File: src/ps2hl_pkg.sv
// ----------------------------------------------------------------------------
// ps2hl_pkg
// Shared types, codes and constants for the PS/2 host link core.
// ----------------------------------------------------------------------------
package ps2hl_pkg;

  // Item operation codes
  typedef enum logic [1:0] {
    OP_EDGE = 2'd0,
    OP_LED  = 2'd1,
    OP_POP  = 2'd2,
    OP_NOP  = 2'd3
  } op_t;

  // Link mode, also reported on the result channel
  typedef enum logic [1:0] {
    MODE_RECEIVE  = 2'd0,
    MODE_SEND_CMD = 2'd1,
    MODE_SEND_LED = 2'd2,
    MODE_WAIT     = 2'd3
  } mode_t;

  localparam logic [7:0] CMD_SET_LEDS = 8'hED;
  localparam logic [7:0] REPLY_ACK    = 8'hFA;
  localparam logic [7:0] REPLY_RESEND = 8'hFE;

  // Frame bit positions (start bit is position 0)
  localparam logic [3:0] POS_PARITY = 4'd9;
  localparam logic [3:0] POS_STOP   = 4'd10;
  localparam logic [3:0] POS_ACK    = 4'd11;

  localparam int FIFO_DEPTH_DEFAULT = 16;

  // Request from the link controller to the receive FIFO
  typedef struct packed {
    logic       push;
    logic       pop;
    logic [7:0] wdata;
  } fifo_req_t;

  // Per-item result fields produced by the link controller
  typedef struct packed {
    logic        drive_valid;
    logic        drive_level;
    logic        start_request;
    logic        send_failed;
    logic [15:0] frame_errors;
    mode_t       link_mode;
  } link_res_t;

  // Odd parity bit over one byte
  function automatic logic odd_parity(input logic [7:0] v);
    odd_parity = ~(^v);
  endfunction

endpackage

File: src/ps2hl_fifo_mem.sv
// ----------------------------------------------------------------------------
// ps2hl_fifo_mem
// Ring FIFO of received bytes in a synchronous memory, with a registered read.
// ----------------------------------------------------------------------------
module ps2hl_fifo_mem #(
  parameter int FIFO_DEPTH = ps2hl_pkg::FIFO_DEPTH_DEFAULT
) (
  input  logic                 clk,
  input  logic                 rst_n,
  input  ps2hl_pkg::fifo_req_t req,
  output logic                 pop_hit,
  output logic [7:0]           rd_data_r
);

  localparam int PTR_W = $clog2(FIFO_DEPTH);
  localparam logic [PTR_W-1:0] LAST = PTR_W'(FIFO_DEPTH - 1);

  logic [7:0]       mem [FIFO_DEPTH];
  logic [PTR_W-1:0] head_r, head_nxt;
  logic [PTR_W-1:0] tail_r, tail_nxt;
  logic [PTR_W-1:0] head_inc, tail_inc;
  logic             full, empty, push_ok;

  // Pointer arithmetic; one slot is kept free to tell full from empty
  assign head_inc = (head_r == LAST) ? '0 : head_r + 1'b1;
  assign tail_inc = (tail_r == LAST) ? '0 : tail_r + 1'b1;
  assign full     = (head_inc == tail_r);
  assign empty    = (head_r == tail_r);
  assign push_ok  = req.push && !full;
  assign pop_hit  = req.pop && !empty;

  always_comb begin
    head_nxt = push_ok ? head_inc : head_r;
    tail_nxt = pop_hit ? tail_inc : tail_r;
  end

  always_ff @(posedge clk) begin
    if (!rst_n) begin
      head_r <= '0;
      tail_r <= '0;
    end else begin
      head_r <= head_nxt;
      tail_r <= tail_nxt;
    end
  end

  // Storage: push and pop never share a transfer, so no forwarding is needed
  always_ff @(posedge clk) begin
    if (push_ok) begin
      mem[head_inc] <= req.wdata;
    end
    if (pop_hit) begin
      rd_data_r <= mem[tail_inc];
    end
  end

endmodule

File: src/ps2hl_link_ctrl.sv
// ----------------------------------------------------------------------------
// ps2hl_link_ctrl
// Frame receiver, command sender and link mode control, one item per cycle while en is high.
// ----------------------------------------------------------------------------
module ps2hl_link_ctrl (
  input  logic                  clk,
  input  logic                  rst_n,
  input  logic                  en,
  input  logic [1:0]            operation,
  input  logic                  data_line,
  input  logic                  edge_gap_long,
  input  logic                  num_lock,
  input  logic                  caps_lock,
  input  logic                  scroll_lock,
  output ps2hl_pkg::fifo_req_t  fifo_req,
  output ps2hl_pkg::link_res_t  res
);

  ps2hl_pkg::mode_t mode_r, mode_nxt;
  logic [3:0]  send_idx_r, send_idx_nxt;
  logic [3:0]  recv_idx_r, recv_idx_nxt;
  logic [7:0]  shift_r, shift_nxt;
  logic        parity_r, parity_nxt;
  logic        stop_r, stop_nxt;
  logic [15:0] err_r, err_nxt;
  logic [2:0]  led_r, led_nxt;

  // State registers
  always_ff @(posedge clk) begin
    if (!rst_n) begin
      mode_r     <= ps2hl_pkg::MODE_RECEIVE;
      send_idx_r <= '0;
      recv_idx_r <= '0;
      shift_r    <= '0;
      parity_r   <= 1'b1;
      stop_r     <= 1'b1;
      err_r      <= '0;
      led_r      <= '0;
    end else if (en) begin
      mode_r     <= mode_nxt;
      send_idx_r <= send_idx_nxt;
      recv_idx_r <= recv_idx_nxt;
      shift_r    <= shift_nxt;
      parity_r   <= parity_nxt;
      stop_r     <= stop_nxt;
      err_r      <= err_nxt;
      led_r      <= led_nxt;
    end
  end

  // Next state and per-item result
  always_comb begin
    logic [7:0] tx_byte;
    logic [2:0] bit_sel;
    logic [3:0] ri;
    logic       good;

    mode_nxt     = mode_r;
    send_idx_nxt = send_idx_r;
    recv_idx_nxt = recv_idx_r;
    shift_nxt    = shift_r;
    parity_nxt   = parity_r;
    stop_nxt     = stop_r;
    err_nxt      = err_r;
    led_nxt      = led_r;
    fifo_req     = '0;
    res.drive_valid   = 1'b0;
    res.drive_level   = 1'b1;
    res.start_request = 1'b0;
    res.send_failed   = 1'b0;

    tx_byte = (mode_r == ps2hl_pkg::MODE_SEND_CMD) ? ps2hl_pkg::CMD_SET_LEDS
                                                   : {5'b0, led_r};
    bit_sel = 3'(send_idx_r - 4'd1);
    ri      = recv_idx_r;
    good    = 1'b0;

    unique case (ps2hl_pkg::op_t'(operation))
      ps2hl_pkg::OP_EDGE: begin
        if (mode_r == ps2hl_pkg::MODE_SEND_CMD || mode_r == ps2hl_pkg::MODE_SEND_LED) begin
          // Sending: data bits, parity, stop, then sample the ack
          if (send_idx_r >= 4'd1 && send_idx_r <= 4'd8) begin
            res.drive_valid = 1'b1;
            res.drive_level = tx_byte[bit_sel];
            send_idx_nxt    = send_idx_r + 4'd1;
          end else if (send_idx_r == ps2hl_pkg::POS_PARITY) begin
            res.drive_valid = 1'b1;
            res.drive_level = ps2hl_pkg::odd_parity(tx_byte);
            send_idx_nxt    = send_idx_r + 4'd1;
          end else if (send_idx_r == ps2hl_pkg::POS_STOP) begin
            res.drive_valid = 1'b1;
            res.drive_level = 1'b1;
            send_idx_nxt    = send_idx_r + 4'd1;
          end else if (send_idx_r == ps2hl_pkg::POS_ACK) begin
            send_idx_nxt = '0;
            if (data_line) begin
              res.send_failed = 1'b1;
              mode_nxt        = ps2hl_pkg::MODE_RECEIVE;
            end else if (mode_r == ps2hl_pkg::MODE_SEND_LED) begin
              mode_nxt = ps2hl_pkg::MODE_RECEIVE;
            end else begin
              mode_nxt = ps2hl_pkg::MODE_WAIT;
            end
          end
        end else begin
          // Receiving: a long gap restarts the frame first
          if (edge_gap_long) begin
            ri         = '0;
            shift_nxt  = '0;
            parity_nxt = 1'b1;
            stop_nxt   = 1'b1;
          end
          if (ri == 4'd0 && data_line) begin
            err_nxt      = err_r + 16'd1;
            recv_idx_nxt = ri;
          end else begin
            if (ri >= 4'd1 && ri <= 4'd8) begin
              shift_nxt = shift_nxt | ({7'b0, data_line} << 3'(ri - 4'd1));
            end else if (ri == ps2hl_pkg::POS_PARITY) begin
              parity_nxt = data_line;
            end else if (ri == ps2hl_pkg::POS_STOP) begin
              stop_nxt = data_line;
            end
            recv_idx_nxt = ri + 4'd1;
            if (recv_idx_nxt >= ps2hl_pkg::POS_ACK) begin
              good = stop_nxt && (parity_nxt == ps2hl_pkg::odd_parity(shift_nxt));
              if (good) begin
                if (mode_r == ps2hl_pkg::MODE_RECEIVE) begin
                  fifo_req.push  = 1'b1;
                  fifo_req.wdata = shift_nxt;
                end else if (mode_r == ps2hl_pkg::MODE_WAIT) begin
                  if (shift_nxt == ps2hl_pkg::REPLY_ACK) begin
                    mode_nxt          = ps2hl_pkg::MODE_SEND_LED;
                    send_idx_nxt      = 4'd1;
                    res.start_request = 1'b1;
                  end else if (shift_nxt == ps2hl_pkg::REPLY_RESEND) begin
                    mode_nxt          = ps2hl_pkg::MODE_SEND_CMD;
                    send_idx_nxt      = 4'd1;
                    res.start_request = 1'b1;
                  end
                end
              end else begin
                err_nxt = err_r + 16'd1;
              end
              recv_idx_nxt = '0;
              shift_nxt    = '0;
            end
          end
        end
      end
      ps2hl_pkg::OP_LED: begin
        led_nxt           = {caps_lock, num_lock, scroll_lock};
        mode_nxt          = ps2hl_pkg::MODE_SEND_CMD;
        send_idx_nxt      = 4'd1;
        res.start_request = 1'b1;
      end
      ps2hl_pkg::OP_POP: begin
        fifo_req.pop = 1'b1;
      end
      ps2hl_pkg::OP_NOP: begin
      end
      default: begin
      end
    endcase

    // Only a transfer may touch the FIFO
    fifo_req.push = fifo_req.push && en;
    fifo_req.pop  = fifo_req.pop && en;

    res.frame_errors = err_nxt;
    res.link_mode    = mode_nxt;
  end

endmodule

File: src/ps2_host_link_core.sv
// ----------------------------------------------------------------------------
// ps2_host_link_core
// PS/2 keyboard host link: frame receive, LED command send, receive FIFO.
// ----------------------------------------------------------------------------
// Each input transfer carries one event (falling clock edge, LED request, pop
// or no-op) and yields exactly one result transfer from the output register.
// The core takes a new item every cycle while the output register is empty or
// being drained; the read of the receive FIFO memory is registered and lines
// up with the output register. The FIFO holds at most FIFO_DEPTH-1 bytes;
// bytes arriving while it is full are dropped.
// ----------------------------------------------------------------------------
module ps2_host_link_core #(
  parameter int FIFO_DEPTH = ps2hl_pkg::FIFO_DEPTH_DEFAULT
) (
  input  logic        clk,
  input  logic        rst_n,
  input  logic        in_valid,
  output logic        in_ready,
  input  logic [1:0]  in_operation,
  input  logic        in_data_line,
  input  logic        in_edge_gap_long,
  input  logic        in_num_lock,
  input  logic        in_caps_lock,
  input  logic        in_scroll_lock,
  output logic        out_valid,
  input  logic        out_ready,
  output logic        out_drive_valid,
  output logic        out_drive_level,
  output logic        out_start_request,
  output logic        out_send_failed,
  output logic        out_byte_valid,
  output logic [7:0]  out_byte_value,
  output logic [15:0] out_frame_errors,
  output logic [1:0]  out_link_mode
);

  ps2hl_pkg::fifo_req_t fifo_req;
  ps2hl_pkg::link_res_t res;
  ps2hl_pkg::link_res_t res_r;
  logic                 pop_hit;
  logic [7:0]           rd_data;
  logic                 in_fire;
  logic                 out_valid_r, out_valid_nxt;
  logic                 byte_valid_r;

  assign in_ready = !out_valid_r || out_ready;
  assign in_fire  = in_valid && in_ready;

  ps2hl_link_ctrl u_ctrl (
    .clk           (clk),
    .rst_n         (rst_n),
    .en            (in_fire),
    .operation     (in_operation),
    .data_line     (in_data_line),
    .edge_gap_long (in_edge_gap_long),
    .num_lock      (in_num_lock),
    .caps_lock     (in_caps_lock),
    .scroll_lock   (in_scroll_lock),
    .fifo_req      (fifo_req),
    .res           (res)
  );

  ps2hl_fifo_mem #(
    .FIFO_DEPTH (FIFO_DEPTH)
  ) u_fifo (
    .clk       (clk),
    .rst_n     (rst_n),
    .req       (fifo_req),
    .pop_hit   (pop_hit),
    .rd_data_r (rd_data)
  );

  // Output register valid
  always_comb begin
    out_valid_nxt = out_valid_r;
    if (in_fire) begin
      out_valid_nxt = 1'b1;
    end else if (out_ready) begin
      out_valid_nxt = 1'b0;
    end
  end

  always_ff @(posedge clk) begin
    if (!rst_n) begin
      out_valid_r <= 1'b0;
    end else begin
      out_valid_r <= out_valid_nxt;
    end
  end

  // Result payload, loaded with each input transfer
  always_ff @(posedge clk) begin
    if (in_fire) begin
      res_r        <= res;
      byte_valid_r <= pop_hit;
    end
  end

  assign out_valid         = out_valid_r;
  assign out_drive_valid   = res_r.drive_valid;
  assign out_drive_level   = res_r.drive_level;
  assign out_start_request = res_r.start_request;
  assign out_send_failed   = res_r.send_failed;
  assign out_byte_valid    = byte_valid_r;
  assign out_byte_value    = byte_valid_r ? rd_data : 8'h00;
  assign out_frame_errors  = res_r.frame_errors;
  assign out_link_mode     = res_r.link_mode;

endmodule

File: config.mk
export PLATFORM = sky130hd
export DESIGN_NAME = ps2_host_link_core
export DESIGN_NICKNAME = d
export VERILOG_FILES = /design/src/ps2hl_pkg.sv /design/src/ps2hl_fifo_mem.sv /design/src/ps2hl_link_ctrl.sv /design/src/ps2_host_link_core.sv
export SDC_FILE = /design/constraint.sdc
export NUM_CORES = 1
export LEC_CHECK = 0
export BUFFER_PORTS_ARGS = -buffer_cell sky130_fd_sc_hd__buf_4
export CAP_MARGIN = 20
export CORE_MARGIN = 10
export CORE_UTILIZATION = 40
export CTS_CLUSTER_SIZE = 12
export DETAILED_ROUTE_END_ITERATION = 8
export PLACE_DENSITY = 0.62
export SETUP_SLACK_MARGIN = 0.5
export SYNTH_ARGS = -nofsm -noshare
export SYNTH_HDL_FRONTEND = slang
export SYNTH_SLANG_ARGS = --single-unit
File: constraint.sdc
create_clock -name clk -period 6.2 [get_ports clk]
set_clock_uncertainty 0.15 [all_clocks]
set_input_delay 0.62 -clock clk [delete_from_list [all_inputs] [get_ports clk]]
set_output_delay 0.62 -clock clk [all_outputs]
set_load 0.01 [all_outputs]
### After elaboration in Yosys (flattened, before gate mapping)

Memories as Yosys holds them, arrays and structs flattened. A register that Yosys moved wholly into a read port is not among the register bits.
Index checks and enable logic that the tools add are counted.

* magnitude comparators: 6
* add/subtract/negate cells: 7
* equality and inequality tests: 24
* bitwise gates (word level): 6
* reductions and logical operators: 26
* shift-type cells: 1
* multiplexer cells: 98

Operators by type and width (number)
* two-way mux 8 bit: 17
* two-way mux 16 bit: 5
* two-way mux 4 bit: 19
* two-way mux 1 bit: 36
* two-way mux 2 bit: 17
* == test 4 bit (second input constant): 7
* adder 16 x 1 -> 16 bit (second input constant): 1
* adder 4 x 1 -> 4 bit (second input constant): 4
* == test 8 bit (second input constant): 2
* parity 8 bit: 2
* logical AND 1 bit: 9
* != test 3 x 1 -> 1 bit (second input constant): 3
* AND reduction 9 bit: 1
* == test 4 bit: 2
* >= comparator 4 x 1 -> 1 bit (second input constant): 2
* <= comparator 4 bit (second input constant): 2
* bitwise OR 8 bit: 1
* one-hot mux 4 bit (2 select lines): 1
* << shifter 1 x 3 -> 8 bit: 1
* == test 2 bit (second input constant): 3
* != test 3 x 2 -> 1 bit (second input constant): 2
* != test 6 bit (second input constant): 1
* OR reduction 6 bit: 1
* subtractor 3 x 1 -> 3 bit (second input constant): 2
* other kinds (16): 27

* input port bits: 11
* register bits after elaboration: 71
* memory bits (writable): 128
* logic and storage cells: 187
* memories kept: 1
* output and inout bits: 33

Memory list
* u_fifo.mem: depth 16, bits a word 8, rd ports 1, clocked after memory_dff 1, write ports 1, line ps2hl_fifo_mem.sv:18 `logic [7:0] mem [FIFO_DEPTH];`

### Logic depth before layout (Yosys ltp)

Gate-level depths: netlist of run 1.

* depth after elaboration: 24
* mapped depth: 19
* depth with buffers taken out: 16

### Cells and area by module

A second synthesis of run 1 with hierarchy kept.

* cells, all modules: 862
* area total of the unflattened synthesis: 10118.5 um2

Modules (own cells, without submodules)
* ps2hl_fifo_mem: cells each 414, area an instance 6203.4 um2, instances 1, seq. area each 4244.1 um2
* ps2hl_link_ctrl: cells each 412, area an instance 3116.7 um2, instances 1, seq. area each 780.7 um2
* ps2_host_link_core: cells each 36, area an instance 798.3 um2, instances 1, seq. area each 710.7 um2

### Worst setup path after synthesis of run 1

Ideal clock, no wire load.

* kind: input-to-reg
* start: input port in_edge_gap_long
* end: memory u_fifo.mem[1][0], enable pin
* setup time: 0.370 ns
* required time: 5.680 ns
* stages on the path: 19
* data arrival time: 4.608 ns
* slack: 1.072 ns
* path buffers: 3
* cell sequence: buf_2 -> inv_1 -> clkbuf_1 -> nand2_1 -> ha_1 -> or2b_1 -> a2bb2oi_1 -> a21oi_1 -> a31o_2 -> nand2_1 -> ha_1 -> xor2_1 -> xnor2_1 -> xnor2_1 -> nand4_2 -> a211oi_2 -> buf_6 -> nand3_2 -> nor2_1

* word-level cells in the longest chain between the ends: 23
* elaborated cells between the ends (all ways): 48
* classes of those cells: add/sub (2); order compare (3); eq/ne (3); shift (1); mux (30); bitwise (2); reduce/logical (7)

RTL lines
* start, declared: line ps2_host_link_core.sv:21 `input logic in_edge_gap_long,`
* two-way mux 4 bit: line ps2hl_link_ctrl.sv:107 `if (edge_gap_long) begin`
* two-way mux 4 bit: line ps2hl_link_ctrl.sv:80 `if (mode_r == ps2hl_pkg::MODE_SEND_CMD || mode_r == ps2hl_pkg::MODE_SEND_LED) begin`
* two-way mux 4 bit: line ps2hl_link_ctrl.sv:78 `unique case (ps2hl_pkg::op_t'(operation))`
* subtractor 3 x 1 -> 3 bit: line ps2hl_link_ctrl.sv:118 `shift_nxt = shift_nxt | ({7'b0, data_line} << 3'(ri - 4'd1));`
* << shifter 1 x 3 -> 8 bit: line ps2hl_link_ctrl.sv:118
* bitwise OR 8 bit: line ps2hl_link_ctrl.sv:118
* two-way mux 8 bit: line ps2hl_link_ctrl.sv:117 `if (ri >= 4'd1 && ri <= 4'd8) begin`
* two-way mux 8 bit: line ps2hl_link_ctrl.sv:113 `if (ri == 4'd0 && data_line) begin`
* (+7 left out)
* two-way mux 1 bit: line ps2hl_link_ctrl.sv:125 `if (recv_idx_nxt >= ps2hl_pkg::POS_ACK) begin`
* two-way mux 1 bit (*): line ps2hl_link_ctrl.sv:113
* two-way mux 1 bit (*): line ps2hl_link_ctrl.sv:80
* two-way mux 1 bit (*): line ps2hl_link_ctrl.sv:78
* logical AND 1 bit (*): line ps2hl_link_ctrl.sv:167 `fifo_req.push = fifo_req.push && en;`
* logical AND 1 bit (*): line ps2hl_fifo_mem.sv:29 `assign push_ok = req.push && !full;`
* two-way mux 1 bit (*): line ps2hl_fifo_mem.sv:49 `if (push_ok) begin`
* two-way mux 1 bit (not written as such) (*): line ps2hl_fifo_mem.sv:50 `mem[head_inc] <= req.wdata;`
* end, declared: line ps2hl_fifo_mem.sv:18

Mark *: on every way between the ends. The rest lies on a longest branch, timed or not. The select of a mux whose other input is x is not followed.

### Worst setup path after layout of run 1

* start: input port in_edge_gap_long
* end: memory u_fifo.mem[2][2], enable pin

Same word-level chain as after synthesis.

==> results.toml, run 1 <==
[worst_setup_path]
cpMaxStageDelayCell = "a221oi_1"
arrival_ns = 5.24
path_cells = "buf_4 > inv_1 > nand2_1 > ha_1 > nor2b_1 > o21ai_0 > a221oi_1 > a31oi_1 > nor2_1 > ha_1 > xor2_1 > xnor2_1 > xnor2_1 > nand4_2 > a211oi_2 > buf_4 > nand3_2 > nor2_1 > buf_4"
crit_fanout = 19
cpPeakStageDelay_ns = 0.55
start_kind = "input pin"
cp.buffers_inverters = 4
required_time_of_the_critical_path_ns = 6.24
ff2ff_setup_slack_ns = 1.17
worst_path_dominant_cell_family = "simple AND/OR/NAND/NOR gates"
worst-setup-path-type = "input pin to flop"
worst_setup_path_end_kind = "flop"
critical_path.most_common_cell = "buf_4"

[place]
gp_routability_congestion = 0.829
place_ws_ns = 0.597
place_hpwl_mm = 15.5
place.port_buffers = 43

[floorplan]
fp.dieArea_mm2 = 0.0308
boundaryPins = 44
rows = 56
dieHeight_um = 176
core_region_area_mm2 = 0.0236
dieWidth_um = 176
starting_density_of_the_core_pct = 41.0

[drt]
drtIter0Drc = 618
detail_route.wirelength_mm = 22.4
postRouteAntennaNets = 0
drt_drc_violations_left = 0
vias_per_cell = 5.40
drt-wirelength-per-cell_um = 19.3
drt_pass_1_iters = 7
route.vias.total = 6281

[power]
ir_drop_mv = 0.191
power-per-cell-area_mw_per_mm2 = 260
p_leak_nw = 4.21

[synthesis]
synth.cell_area_mm2 = 0.00967
synth_top_area_cell = "edfxtp_1"
syn_nets = 803
synth-edff-count = 159
synth_cell_type_count = 70
synth_common_cells = "edfxtp_1, nor2_1, a21oi_1, dfxtp_1, nand2_1"
postSynthCellCount = 766
yosysWarnings = 0
yosys_register_bits = 207
avgSynthCellArea_um2 = 12.6
netlist.area_leader.share_pct = 49.4
synth_top_flop_cell = "edfxtp_1"
cell_with_the_most_instances_after_synthesis = "edfxtp_1"
seq_area_frac_synth_pct = 59.3
netlist_top_cells_area = "edfxtp_1, dfxtp_1, mux4_2"
postSynth.asyncResetShare_pct = 0

[global_route]
overflow = 0
globalRouteMet1Util_pct = 19.4
groute.layer.met3.usage_pct = 2.08
first_global_vias = 6174
grt_start_max_net_pins = 38
grt_antenna_before_repair = 1
global_route_wire_length_before_repair_mm = 35.0
busiest_layer_in_global_routing = "met2"
track_usage_pct = 14.2
globalRouteMet2Util_pct = 23.3

[final_layout]
syn_to_final_growth_pct = 15.9
final_layout_size_suffix_gt1_share_pct = 17.2
multi_input_comb_area_mm2 = 0.00370
fin_nets = 868
fill_cells = 2105
num_antenna_cells = 0
sequential_cell_area_mm2 = 0.00574

[sta]
slew-limit-headroom_pct = 30.7
postLayoutSetupSlackWorst_ns = 1.01
clock.fmax_mhz = 193
timing_max_transition_violations_final = 0
setup_viol_count_final = 0
timing.final.crit_share_pct = 83.8
fin_crit_ns = 5.19
max_slew.worst_pin.slew_ns = 1.04
fin_setup_tns_ns = 0
hold_viol = 0
grt_setup_unrepaired = "false"

[clocking]
cts_root_buffer = "clkbuf_16"
clock_latency_ns = 0.50
postCtsSetupBuffers = 0
clock_tree.buffer_depth = 3
ctsHoldBuffers = 0
cts.htree.levels = 1
cts-buffers-inserted = 23
clock_sink_count = 207
cts_tree = "built"
clk_transition_reported_paths_ns = 0.06
post_cts_sizing = 0

[worst_hold_path]
worst_hold_path_type = "input pin to flop"

[run_status]
outcome = "complete, no violations"

[job]
timing.max_cap.violations = 0
-- kinds of logic (layout without fill, tap and decap cells) --
kind of cell / count (synthesis) / in the layout / share of synthesized area (%)
and+or+nand+nor: 238 / 238 / 12.7
AOI/OAI and AO/OA: 143 / 143 / 9.74
adders and majority gates: 26 / 26 / 3.36
muxes: 52 / 52 / 8.82
xor gates and xnor gates: 38 / 38 / 3.44
buffers and inverters: 62 / 141 / 2.66
DFF: 207 / 207 / 59.3
-- cell usage in the layout (no fill, tap or decap), types with 28 or more instances in the layout --
| master | count |
|---|---|
| a21oi_1 | 48 |
| buf_4 | 72 |
| dfxtp_1 | 48 |
| edfxtp_1 | 159 |
| inv_1 | 29 |
| nand2_1 | 40 |
| nand3_1 | 34 |
| nor2_1 | 64 |
| o21ai_0 | 28 |
-- per-stage QoR --
step	area, um2	hold slack [ns]	utilization [%]	power, mW	instances
after floorplan	9670	0.286	-	1.59	766
after global placement	10500	0.309	44.4	1.63	1125
after detailed placement	10500	0.314	44.4	1.63	1125
after CTS	11200	0.199	47.5	2.94	1164
after global routing	11200	0.229	47.5	3.01	1164
final	11200	0.216	47.5	2.91	1164
-- worst min-delay path: stages --
cell and delay, ns:
buf_4 0.11, inv_1 0.04, a21oi_1 0.05
-- path summary, 6_finish.rpt --
kind | from | endpoint | cells past startpoint
max reg2reg | u_ctrl.recv_idx_r[0]$_SDFFE_PN0P_ | u_fifo.mem[2][2]$_DFFE_PP_ | 17
max | in_edge_gap_long | u_fifo.mem[2][2]$_DFFE_PP_ | 19
min reg2reg | u_ctrl.shift_r[5]$_SDFFE_PN0P_ | u_ctrl.shift_r[5]$_SDFFE_PN0P_ | 2
min | in_valid | out_valid$_SDFFE_PN0P_ | 3
-- cell type report --
class                      count  area share (%)
inverter                      30            1.00
multi-input combinational    497            33.0
clock inverter                 9            1.03
sequential                   207            51.2
clock buffer                  30            5.37
timing repair buffer          72            4.82
tap                          319            3.56
-- report_power, final --
| group | leakage (nW) | switching (mW) | internal [mW] |
|---|---|---|---|
| logic | 1.76 | 0.0678 | 0.0372 |
| clock network | 0.348 | 0.510 | 0.802 |
| registers | 2.10 | 0.00725 | 1.49 |
| total | 4.21 | 0.585 | 2.33 |
-- state kept, by name, indices dropped and copies added (netlist names) --
| name | flops |
|---|---|
| u_ctrl.shift_r | 8 |
| u_ctrl.led_r | 3 |
| u_fifo.tail_r | 4 |
| out_byte_valid | 1 |
| out_start_request | 1 |
| out_valid | 1 |
| u_ctrl.parity_r | 1 |
| out_drive_level | 1 |
| out_frame_errors | 16 |
| u_ctrl.err_r | 16 |
| out_drive_valid | 1 |
| u_fifo.head_r | 4 |
| out_send_failed | 1 |
| u_ctrl.send_idx_r | 4 |
| u_fifo.mem | 128 |
| u_fifo.rd_data_r | 8 |
| u_ctrl.mode_r | 2 |
| u_ctrl.recv_idx_r | 4 |
| out_link_mode | 2 |
| u_ctrl.stop_r | 1 |
-- layer usage --
layer / vias to the layer above / part of all wire (%)
li1: 3001 / -
met1: 3060 / 45
met2: 186 / 48
met3: 32 / 5.3
met4: 2 / 1.5
met5: - / 0.058
No activity file was read; power rests on OpenSTA's default activity.
==> run 2: changes to the inputs <==
--- a/config.mk
+++ b/config.mk
@@ -11,7 +11,7 @@
 export CORE_UTILIZATION = 40
 export CTS_CLUSTER_SIZE = 12
 export DETAILED_ROUTE_END_ITERATION = 8
-export PLACE_DENSITY = 0.62
+export PLACE_DENSITY = 0.64
 export SETUP_SLACK_MARGIN = 0.5
 export SYNTH_ARGS = -nofsm -noshare
 export SYNTH_HDL_FRONTEND = slang
==> constraint.sdc (replaced) <==
create_clock -name clk -period 4.75 [get_ports clk]
set_clock_uncertainty 0.15 [all_clocks]
set_input_delay 0.475 -clock clk [delete_from_list [all_inputs] [get_ports clk]]
set_output_delay 0.475 -clock clk [all_outputs]
set_load 0.01 [all_outputs]
==> run 2 against run 1 <==
Effect of this change: utilization is 0.99 points higher; die area stayed put; combinational power is 38% higher; sequential power grew 31%; critical path depth is 4 lower; largest power group unchanged; total power grew 32%; clock-buffer cell count increased by 6; final area increased by 2.1%.
==> results.toml, run 2 (synthesized netlist as in run 1, its figures left out) <==
[final_layout]
final_layout_size_suffix_gt1_share_pct = 21.2
fin_nets = 864
largest_register_ff_count = 128
multi_input_comb_area_mm2 = 0.00392
largest-register = "u_fifo.mem"
most-common-layout-cells = "edfxtp_1, buf_4, nor2_1"
postLayoutCellArea_mm2 = 0.0114
final_common_cell = "edfxtp_1"
sequential_cell_area_mm2 = 0.00574
syn_to_final_growth_pct = 18.3
fill_cells = 2099
final_core_util_pct = 48.5
num_antenna_cells = 0

[sta]
max_slew.worst_pin.slew_ns = 1.05
grt_setup_unrepaired = "false"
timing_max_transition_violations_final = 0
slew-limit-headroom_pct = 29.3
worst_hold_slack_ns = 0.0562
setup_viol_count_final = 0
fin_setup_tns_ns = 0
timing.final.crit_share_pct = 84.6
fin_crit_ns = 4.02
clock.fmax_mhz = 249
postLayoutSetupSlackWorst_ns = 0.731
hold_viol = 0

[run_status]
outcome = "complete, no violations"

[worst_hold_path]
worst_hold_path_type = "input pin to flop"
timing.hold.worst.start = "in_valid"

[floorplan]
starting_density_of_the_core_pct = 41.0
boundaryPins = 44
rows = 56
core_region_area_mm2 = 0.0236
dieHeight_um = 176
dieWidth_um = 176
fp.dieArea_mm2 = 0.0308

[global_route]
overflow = 0
track_usage_pct = 14.3
grt_antenna_before_repair = 0
first_global_vias = 6046
grt_start_max_net_pins = 38
global_route_wire_length_before_repair_mm = 35.2

[worst_setup_path]
start_kind = "flop"
arrival_ns = 4.13
worst_setup_path_startpoint = "u_ctrl.recv_idx_r[2]$_SDFFE_PN0P_"
worst_setup_path_end_kind = "flop"
cpPeakStageDelay_ns = 0.57
worst-setup-path-type = "flop to flop"
required_time_of_the_critical_path_ns = 4.87
reg2reg_from = "u_ctrl.recv_idx_r[2]$_SDFFE_PN0P_"
worst_path_dominant_cell_family = "simple AND/OR/NAND/NOR gates"
cp.buffers_inverters = 2
path_cells = "nor2b_1 > o21bai_1 > a221oi_2 > buf_4 > a21oi_1 > nor2_1 > ha_1 > xnor2_1 > xnor2_2 > buf_4 > and3_4 > o221ai_4 > and2_2 > nand2_1 > mux2_1"
cpMaxStageDelayCell = "dfxtp_1"
critical_path.most_common_cell = "buf_4"
crit_fanout = 11

[drt]
max_layer_used = "met4"
m1WireLength_mm = 10.5
route.vias.total = 6312
vias_per_cell = 5.43
postRouteAntennaNets = 0
detail_route.wirelength_mm = 22.4
drt_drc_violations_left = 0
drt_pass_1_iters = 5
drtIter0Drc = 487
met2_wl_mm = 10.6
drt-wirelength-per-cell_um = 19.3
met3_wirelength_mm = 1.01

[place]
gp_routability_congestion = 0.814
place.port_buffers = 43
place_hpwl_mm = 15.4
place_ws_ns = 0.239
detailed_place.area_mm2 = 0.0107

[power]
power-per-cell-area_mw_per_mm2 = 337
ir_drop_mv = 0.216
p_leak_nw = 4.19

[clocking]
cts-buffers-inserted = 23
clock_latency_ns = 0.51
clock_sink_count = 207
cts_root_buffer = "clkbuf_16"
clk_transition_reported_paths_ns = 0.06
cts_tree = "built"
cts.htree.levels = 1
clock_tree.buffer_depth = 3

[job]
timing.max_cap.violations = 0
run 2: cell count changes in the layout (fill, tap and decap cells not counted), moves of 3 or more:
cell,delta
ha_1,-3
nor2_4,+12
nand2_1,-4
nor2_1,-12
and4_2,+4
and4_1,-4
clkbuf_8,+4
buf_4,-4
run 2: layer usage:
layer / vias to the layer above / track usage, %
li1: 3000 / -
met1: 3140 / 20.2
met2: 144 / 22.9
met3: 28 / 2.23
met4: 0 / 2.90
met5: - / 0
run 2: tightest hold or removal path: cells and delay by family:
kind | cells | cell delay (ns)
buffers and inverters | 2 | 0.11
AOI/OAI and AO/OA | 1 | 0.10
run 2: worst paths after layout:
path | cells after the start | slack, ns | end
hold / removal | 3 | 0.06 | out_valid$_SDFFE_PN0P_
setup reg to reg | 15 | 0.73 | out_frame_errors[1]$_DFFE_PP_
setup / recovery | 15 | 0.73 | out_frame_errors[1]$_DFFE_PP_
hold reg to reg | 2 | 0.31 | u_ctrl.shift_r[5]$_SDFFE_PN0P_
run 2: where the power goes:
part | leakage (nW) | internal, mW | total, mW | switching (mW)
registers | 2.03 | 1.94 | 1.95 | 0.00937
logic | 1.80 | 0.0538 | 0.145 | 0.0914
clock network | 0.364 | 1.07 | 1.76 | 0.688
total | 4.19 | 3.07 | 3.86 | 0.789
run 2: area by class of cell:
type                            instances  share of cell area (%)
Clock buffer                           36                    5.81
Inverter                               30                    1.01
Multi-Input combinational cell        497                    34.3
Clock inverter                          6                   0.831
Timing Repair Buffer                   68                    4.46
Sequential cell                       207                    50.1
Tap cell                              319                    3.49
run 2: timing repair:
action,CTS,global route
hold buffers,0,0
setup endpoints to repair,0,147
buffers inserted,0,1
gates resized for setup,0,7
run 2: stage by stage:
stage               std cells  total power, mW
global placement         1120             2.13
detailed placement       1120             2.13
finish                   1163             3.86
CTS                      1162             3.89
floorplan                 766             2.08
global route             1163             3.99
